### src/rtl/core/scc_pkg.sv
// Shared types, constants and the compute sequence for the spectral centroid block.
package scc_pkg;

  localparam int FS_W      = 18;
  localparam int N_W       = 17;
  localparam int OUT_W     = 28;
  localparam int FRAC_BINS = 16;

  localparam logic [FS_W-1:0] FS_RESET = 18'd44100;
  localparam logic [N_W-1:0]  N_RESET  = 17'd1024;

  localparam int   CFG_IDX_W       = 1;
  localparam logic CFG_SAMPLE_RATE = 1'b0;
  localparam logic CFG_XFORM_SIZE  = 1'b1;

  typedef logic [3:0] op_t;

  localparam op_t OP_NONE    = 4'd0;
  localparam op_t OP_LD_W    = 4'd1;
  localparam op_t OP_LD_WQ   = 4'd2;
  localparam op_t OP_LD_S1   = 4'd3;
  localparam op_t OP_LD_S2   = 4'd4;
  localparam op_t OP_SHL8    = 4'd5;
  localparam op_t OP_MUL     = 4'd6;
  localparam op_t OP_DIV_E   = 4'd7;
  localparam op_t OP_DIV_N   = 4'd8;
  localparam op_t OP_SQRT    = 4'd9;
  localparam op_t OP_SAV_CQ  = 4'd10;
  localparam op_t OP_SAV_CEN = 4'd11;
  localparam op_t OP_SAV_BW  = 4'd12;
  localparam op_t OP_SAV_SPR = 4'd13;
  localparam op_t OP_PASS    = 4'd14;

  localparam int PROG_LEN = 21;
  localparam int PC_W     = 5;
  typedef logic [PC_W-1:0] pc_t;

  typedef struct packed {
    logic load;
    logic pub;
    op_t  op;
  } cmd_t;

  typedef struct packed {
    logic busy;
    logic zero;
  } stat_t;

  function automatic op_t prog_op(input pc_t pc);
    op_t op;
    case (pc)
      5'd0:    op = OP_LD_W;
      5'd1:    op = OP_MUL;
      5'd2:    op = OP_SHL8;
      5'd3:    op = OP_DIV_E;
      5'd4:    op = OP_DIV_N;
      5'd5:    op = OP_SAV_CEN;
      5'd6:    op = OP_LD_WQ;
      5'd7:    op = OP_DIV_E;
      5'd8:    op = OP_SAV_CQ;
      5'd9:    op = OP_PASS;
      5'd10:   op = OP_LD_S1;
      5'd11:   op = OP_MUL;
      5'd12:   op = OP_DIV_E;
      5'd13:   op = OP_DIV_N;
      5'd14:   op = OP_SAV_BW;
      5'd15:   op = OP_LD_S2;
      5'd16:   op = OP_DIV_E;
      5'd17:   op = OP_SQRT;
      5'd18:   op = OP_MUL;
      5'd19:   op = OP_DIV_N;
      5'd20:   op = OP_SAV_SPR;
      default: op = OP_NONE;
    endcase
    return op;
  endfunction

endpackage

### src/rtl/core/scc_ctrl.sv
// Controller: frame load, compute sequencing and result handoff.
module scc_ctrl (
  input  logic          clk,
  input  logic          rst_n,
  input  logic          in_valid,
  output logic          in_ready,
  input  logic          in_last_bin,
  output logic          out_valid,
  input  logic          out_ready,
  output scc_pkg::cmd_t cmd,
  input  scc_pkg::stat_t stat
);
  import scc_pkg::*;

  localparam logic [2:0] S_LOAD  = 3'd0;
  localparam logic [2:0] S_CHECK = 3'd1;
  localparam logic [2:0] S_ISSUE = 3'd2;
  localparam logic [2:0] S_WAIT  = 3'd3;
  localparam logic [2:0] S_FIN   = 3'd4;

  logic [2:0] state_r, state_nxt;
  pc_t        pc_r, pc_nxt;
  logic       out_valid_r, out_valid_nxt;

  always_comb begin
    state_nxt     = state_r;
    pc_nxt        = pc_r;
    out_valid_nxt = out_valid_r & ~out_ready;
    cmd           = '0;
    cmd.op        = OP_NONE;
    case (state_r)
      S_LOAD: begin
        if (in_valid) begin
          cmd.load = 1'b1;
          if (in_last_bin) begin
            state_nxt = S_CHECK;
          end
        end
      end
      S_CHECK: begin
        pc_nxt = '0;
        if (stat.zero) begin
          state_nxt = S_FIN;
        end else begin
          state_nxt = S_ISSUE;
        end
      end
      S_ISSUE: begin
        cmd.op    = prog_op(pc_r);
        state_nxt = S_WAIT;
      end
      S_WAIT: begin
        if (!stat.busy) begin
          if (pc_r == PC_W'(PROG_LEN - 1)) begin
            state_nxt = S_FIN;
          end else begin
            pc_nxt    = pc_r + 1'b1;
            state_nxt = S_ISSUE;
          end
        end
      end
      S_FIN: begin
        if (!out_valid_r || out_ready) begin
          cmd.pub       = 1'b1;
          out_valid_nxt = 1'b1;
          state_nxt     = S_LOAD;
        end
      end
      default: begin
        state_nxt = S_LOAD;
      end
    endcase
  end

  always_ff @(posedge clk) begin
    if (!rst_n) begin
      state_r     <= S_LOAD;
      pc_r        <= '0;
      out_valid_r <= 1'b0;
    end else begin
      state_r     <= state_nxt;
      pc_r        <= pc_nxt;
      out_valid_r <= out_valid_nxt;
    end
  end

  assign in_ready  = (state_r == S_LOAD);
  assign out_valid = out_valid_r;

endmodule

### config.mk
export PLATFORM = sky130hd
export DESIGN_NAME = scc_ctrl
export DESIGN_NICKNAME = d
export VERILOG_FILES = /design/src/rtl/core/scc_pkg.sv /design/src/rtl/core/scc_ctrl.sv
export SDC_FILE = /design/constraint.sdc
export NUM_CORES = 1
export LEC_CHECK = 0
export CORE_ASPECT_RATIO = 0.9
export CORE_MARGIN = 1.5
export CORE_UTILIZATION = 50
export DETAILED_ROUTE_END_ITERATION = 8
export DONT_BUFFER_PORTS = 1
export GPL_ROUTABILITY_DRIVEN = 0
export RECOVER_POWER = 100
export SLEW_MARGIN = 20
export SYNTH_ARGS = -nofsm -noshare
export SYNTH_HDL_FRONTEND = slang
export SYNTH_SLANG_ARGS = --single-unit
### constraint.sdc
create_clock -name clk -period 7.2 [get_ports clk]
set_input_delay 1.08 -clock clk [delete_from_list [all_inputs] [get_ports clk]]
set_output_delay 1.08 -clock clk [all_outputs]
set_load 0.01 [all_outputs]
==> summary.md, run 1 <==
| Metric | Value |
|---|---|
| Area growth, synth to finish | -0.843% |
| Fin Setup TNS | 0 ps |
| Antenna Diode Count | 0 |
| Most frequent cells in the layout | dfxtp_1 (13), inv_1 (10), nand2_1 (7), nor2_1 (7), ha_1 (7) |
| Mux cell area share after synthesis | between 3 and 4% |
| DP Worst Slack | about 4200 ps |
| I/O Buffers | 0 |
| Warnings from Yosys | 0 |
| Critical Path Max Stage Delay | ~1100 ps |
| Final setup vio count | 0 |
| CTS H-tree depth | 1 |
| Max Clk Rate | approximately 320 MHz |
| # resized after CTS | 0 |
| GRT overflow | 0 |
| Clock period minus worst slack | about 3100 ps |
| Drt initial violations | 19 |
| Commonest non-fill, non-tap cell in the layout | dfxtp_1 |
| Crit path DAT | 3260 ps |
| Share of the synthesized area in the top cell type | 25.1% |
| Register area share after synthesis | between 20 and 30% |
| Global-route wire length before repair | 3540 µm |
| Max IR drop VDD | around 0.000088 V |
| Cell chain of the critical path | nor2b_1 > a31oi_1 > nor3_1 > mux2_1 > nand3_1 > o211ai_1 |
| Fillers | roughly 190 |
| Post-synthesis compound-gate area fraction | 23.1% |
| Die H | about 46 µm |
| Clk slew on worst S/H paths | 90 ps |
| Sink Count | 13 |
| CTS tree | built |
| Period utilization | ~43% |
| Vias | about 900 |
| Post-detail-place hpwl | around 1600 µm |
| Syn avg cell area | ~8.4 µm² |
| Cts bufs inserted | 3 |
| Adder-cell share of the synthesized area | 8.43% |
| Post-synth EDFFs | 0 |
| Post-Synth XOR/XNOR Area | less than 1% |
| Max Cap Violations | 0 |
| Post-synth ARST share | 0% |
| Cells after synthesis | ~120 |
| Vias in the first global route | between 700 and 800 |
| Cell area after synthesis | 1040 µm² |
| Synth area leaders | dfxtp_1 (25%), ha_1 (8.4%), inv_1 (3.3%), nand2_1 (2.5%), nor2_1 (2.5%) |
| Cell taking the most area after synthesis | dfxtp_1 |
| GRT Overall Usage | just over 20% |
| Top-level I/O count | 15 |
| Clock Tree Buf Depth | 2 |
| Layout Nets | 135 |
| Main combinational cell family by area after synthesis | simple AND/OR/NAND/NOR gates |
| Setup Skew | approximately 13 ps |
| Row count | 15 |
| Clk_lat worst skew | about 290 ps |
| Netlist cell types | 52 |
| Final routed DRC violation total | 0 |
| Starting Density | between 50% and 60% |
| Startpoint type of the worst setup path | flop |
| CORE AREA | 1930 µm² |
| Layout cells sized above 1 | about 10% |
| Slew @ Worst Pin | 1290 ps |
| Crit Path Max Fanout | 13 |
| CP required | between 7000 and 8000 ps |
| Area fraction in and, or, nand and nor cells after synthesis | a little under a third |
| Slew margin rel. | between 10 and 15% |
| Total Wirelength | 2120 µm |
| Die X | 51.0 µm |
| CP Capture Type | flop |
| #FFs+latches synth | 13 |
| Worst Setup Path Type | reg2reg |
| Worst Hold Class | reg2reg |
| Synth Net Count | around 140 |
| 1st-pass router iterations | 4 |
| Initial antenna violation count | 0 |
| Final hold violations | 0 |
| ANT nets after route | 0 |
| Worst setup margin | around 4100 ps |
| WL/cell | 14.6 µm |
| Largest net degree at the start of global routing | 20 |
| Root Driver | clkbuf_4 |
| Setup Fix Bufs, Post-CTS | 0 |
| Die area | between 2000 and 2500 µm² |
| DR vias/cell | slightly above 6 |
| Unrepaired setup endpoints after global routing | no |
| Status | completed |
| Hold-fix buffers, CTS | 0 |
| Top_reg_cell synth | dfxtp_1 |
| CP max-delay cell | nor3_1 |
| Max Transition Viols Final | 0 |
| Total power | ~160 µW |
| Leak | a little over 0.0004 µW |
| Pwr per Cell Area | about 150 nW/µm² |
-- metrics by stage --
stage	hold slack (ps)	std cells	util (%)	instance area, µm²
after global routing	714	145	53.3	1030
after floorplan	551	124	-	1040
after detailed placement	632	141	52.9	1020
after global placement	617	141	52.9	1020
final	658	145	53.3	1030
after CTS	670	145	54.3	1050
-- logic make-up (layout without fill, tap and decap cells) --
| family | after synthesis | count (layout) |
|---|---|---|
| XOR/XNOR | 1 | 1 |
| multiplexers | 3 | 3 |
| AO/OA/AOI/OAI | 30 | 30 |
| AND/OR/NAND/NOR | 51 | 51 |
| adder cells (fa/ha/maj) | 7 | 7 |
| flip-flops | 13 | 13 |
| buffers and inverters | 19 | 15 |
-- synthesized netlist by cell type (2+ instances only) --
library cell / instances
nor3_1: 5
buf_2: 4
and3_1: 4
nand2_1: 7
o21ai_1: 2
nor4_1: 2
nand3_1: 5
clkbuf_1: 2
mux2i_1: 2
o21ai_0: 2
ha_1: 7
nor2_1: 7
inv_1: 9
dfxtp_1: 13
o21a_1: 2
a31oi_1: 3
a21oi_1: 4
nor2b_1: 3
o211ai_1: 3
a211oi_1: 2
and2_1: 3
nand3b_1: 3
-- cell type report --
class	instances	area, µm²	share of cell area (%)
sequential	13	260	25.3
clock buffer	4	26.3	2.55
tap	25	31.3	3.04
multi-input combinational	92	668	64.9
inverter	11	43.8	4.25
-- per-layer routing --
layer | global-route usage, % | wire length [µm]
met1 | 28.7 | 1050
met2 | 31.2 | 892
met3 | 3.25 | 144
met4 | 8.11 | 35
met5 | 0 | 0
-- path summary, 6_finish.rpt --
kind                                               from                 endpoint  slack, ps  depth (start not counted)
worst max-delay path            state_r[0]$_SDFFE_PN0P_                     flop       4110                          6
worst min-delay path            state_r[2]$_SDFFE_PN0P_  state_r[1]$_SDFFE_PN0P_        660                          1
worst max register to register  state_r[0]$_SDFFE_PN0P_                     flop       4110                          6
worst min register to register  state_r[2]$_SDFFE_PN0P_  state_r[1]$_SDFFE_PN0P_        660                          1
-- worst max-delay path: cells and delay by family (launching register included) --
| kind | cells | cell delay [ps] |
|---|---|---|
| simple gates | 3 | 1700 |
| mux | 1 | 390 |
| flops | 1 | 590 |
| compound gates | 2 | 280 |
-- where the power goes --
part / switching, µW / internal (µW) / leakage, µW / total [µW]
Combinational: 16.4 / 10.4 / 0.000291 / 26.8
Sequential: 7.93 / 74.6 / 0.000105 / 82.5
Clock: 25.5 / 21.5 / 0.0000150 / 47.1
Total: 49.8 / 107 / 0.000412 / 156
No activity file was read; power rests on OpenSTA's default activity.
==> run 2, diff against run 1 <==
ABC_AREA = 1   (was not set)
clock period = 2.9 ns   (was 7.2 ns; I/O delays follow)
==> run 2 against run 1 <==
Register-to-register slack lost 3500 ps. Cell area grew 2.9%. Maximum frequency grew 32%. Via count grew 6.6%. Critical path type unchanged.
==> summary.md, run 2 <==
| Metric | Value |
|---|---|
| Initial antenna violation count | 0 |
| Starting Density | roughly 54% |
| Syn avg cell area | 6.88 µm² |
| Slew @ Worst Pin | between 300 and 400 ps |
| Worst setup startpoint | pc_r[0]$_SDFFE_PN0N_ |
| Layout Nets | between 150 and 200 |
| Fillers | between 200 and 250 |
| Slew margin rel. | approximately three quarters |
| Post-detail-place hpwl | between 1500 and 2000 µm |
| Clk pwr share | 27.1% |
| Status | completed |
| Max IR drop VDD | between 0.0002 and 0.0003 V |
| Placed cell areas | approximately 1100 µm² |
| GRT Overall Usage | between 10% and 20% |
| Die H | 46.4 µm |
| ANT nets after route | 0 |
| CTS H-tree depth | 1 |
| Vias in the first global route | 785 |
| Period utilization | between 80% and 90% |
| I/O Buffers | 0 |
| Multi-input logic area | ~650 µm² |
| Pwr per Cell Area | 393 nW/µm² |
| CP Capture Type | flop |
| Synth area leaders | dfxtp_1 (25%), nand2_1 (12%), nand3_1 (11%), ha_1 (8.4%), inv_1 (7.5%) |
| Drt initial violations | 31 |
| Worst Setup Path Type | reg2reg |
| WL/cell | 11.5 µm |
| Max Cap Violations | 0 |
| Switching power total | about 140 µW |
| Commonest non-fill, non-tap cell in the layout | nand2_1 |
| Hold EP | out_valid$_SDFF_PN0_ |
| Max Clk Rate | 428 MHz |
| Crit Path Max Fanout | 7 |
| Largest net degree at the start of global routing | 12 |
| Max Transition Viols Final | 0 |
| Final hold violations | 0 |
| Worst Hold Class | in2reg |
| CTS tree | built |
| GRT overflow | 0 |
| Global-route wire length before repair | between 3000 and 4000 µm |
| Area growth, synth to finish | 1.32% |
| Die area | between 2000 and 2500 µm² |
| Clk slew on worst S/H paths | approximately 80 ps |
| Fin Setup TNS | 0 ps |
| Hold-fix buffers, CTS | 0 |
| Seq pwr share | roughly 50% |
| Top_reg_cell synth | dfxtp_1 |
| Share of the synthesized area in the top cell type | about 25% |
| Root Driver | clkbuf_4 |
| Leak | between 0.0004 and 0.0005 µW |
| Sw frac | about 33% |
| Design area | 1060 µm² |
| Hold_sp | out_ready |
| Final routed DRC violation total | 0 |
| Register area share after synthesis | 24.9% |
| Cell area after synthesis | 1050 µm² |
| 1st-pass router iterations | 4 |
| Reg2reg path depth | 14 |
| CP required | ~3000 ps |
| #FFs+latches synth | 13 |
| Setup Skew | between 3 and 4 ps |
| # resized after CTS | 0 |
| Post-synth ARST share | 0% |
| Unrepaired setup endpoints after global routing | no |
| Crit path DAT | 2510 ps |
| Top cells by count, synth | nand2_1 (34), nand3_1 (24), inv_1 (21) |
| Final setup vio count | 0 |
| CORE AREA | 1950 µm² |
| Most frequent cells in the layout | nand2_1 (35), nand3_1 (25), inv_1 (21), nor2_1 (15), dfxtp_1 (13) |
| Layout cells sized above 1 | between 10% and 20% |
| Clk_lat worst skew | 280 ps |
| Netlist cell types | 23 |
| Sink Count | 13 |
| Clock Tree Buf Depth | 2 |
| Reg2Reg Launch Point | pc_r[0]$_SDFFE_PN0N_ |
| Warnings from Yosys | 0 |
| Top-level I/O count | 15 |
| Post-synth EDFFs | 0 |
| Cell taking the most area after synthesis | dfxtp_1 |
| Comb power frac | 24.2% |
| WHS Path Cells | 3 |
| Vias | 940 |
| Antenna Diode Count | 0 |
| Setup Fix Bufs, Post-CTS | 0 |
| Die X | a little over 50 µm |
| Synth Net Count | approximately 170 |
| Most common cell in the netlist | nand2_1 |
| Cts bufs inserted | 3 |
| Row count | 15 |
| Internal | 280 µW |
| R2R Setup Slk | approximately 560 ps |
| Total Wirelength | just over 2000 µm |
| Clock period minus worst slack | approximately 2300 ps |
| Startpoint type of the worst setup path | flop |
| DR vias/cell | 5.22 |
| Register area | roughly 260 µm² |
| Cells after synthesis | about 150 |
-- run 2: cell count changes after synthesis, sizes merged, moves of 4 or more --
cell	before	now
a21oi	4	8
nor2	7	20
inv	11	23
nand3	6	28
nand2	8	40
o211ai	4	0
and3	4	0
nor3	5	0
nand4	0	6
buf	6	0
-- run 2: layer usage --
metal | share of wire [%] | wire length, µm | global-route usage [%] | vias to the layer above
met5 | 0 | 0 | 0 | -
met2 | 45 | 924 | 31.9 | 25
met1 | 49 | 1010 | 25.3 | 411
met3 | 5.0 | 104 | 3.90 | 4
met4 | 1.3 | 27 | 7.89 | 0
li1 | - | - | - | 500
-- run 2: power by group through the flow --
stage          combinational, µW  sequential (µW)  clock [µW]
2_1_floorplan               92.1              205           0
3_3_place_gp                 105              207           0
3_5_place_dp                 105              207           0
4_1_cts                      106              203         116
5_1_grt                      114              204         125
6_report                     101              203         113
-- run 2: cells by family (layout without fill, tap and decap cells) --
logic type	after synthesis	after routing	synth area share [%]
and+or+nand+nor	96	96	50.5
buffers and inverters	24	27	9.81
DFF	13	13	24.9
AOI/OAI and AO/OA	12	12	6.46
adders and majority gates	7	7	8.37
-- run 2: how the worst max path moves through the flow --
stage | slack [ps] | to
after floorplan | 1020 | flop
after global placement | 880 | flop
after detailed placement | 810 | flop
after CTS | 800 | flop
after global routing | 340 | flop
final | 560 | flop
-- run 2: layout make-up --
type | count | share of cell area [%]
multi-input combinational | 115 | 61.6
sequential | 13 | 24.6
inverter | 23 | 8.38
tap | 25 | 2.95
clock buffer | 4 | 2.48
-- run 2: through the flow --
step	util [%]	hold slack (ps)	std cells	total power, µW	setup WS, ps
final	54.3	367	180	416	563
after global routing	54.3	361	180	444	338
after CTS	55.8	361	180	425	798
after detailed placement	54.5	552	176	312	808
after global placement	54.5	545	176	312	884
after floorplan	-	522	152	297	1020
-- run 2: critical path, cell delays in order (launching register included) --
cell and delay, ps:
dfxtp_1 370, inv_1 80, ha_1 140, nand2_1 50, nor2_1 180, nand2_1 200
nand3_4 160, nand2_1 60, nand2_1 120, nand2_1 170, ha_1 260, nor2_1 250
a21oi_1 110, nand2_1 70, nand2_1 40
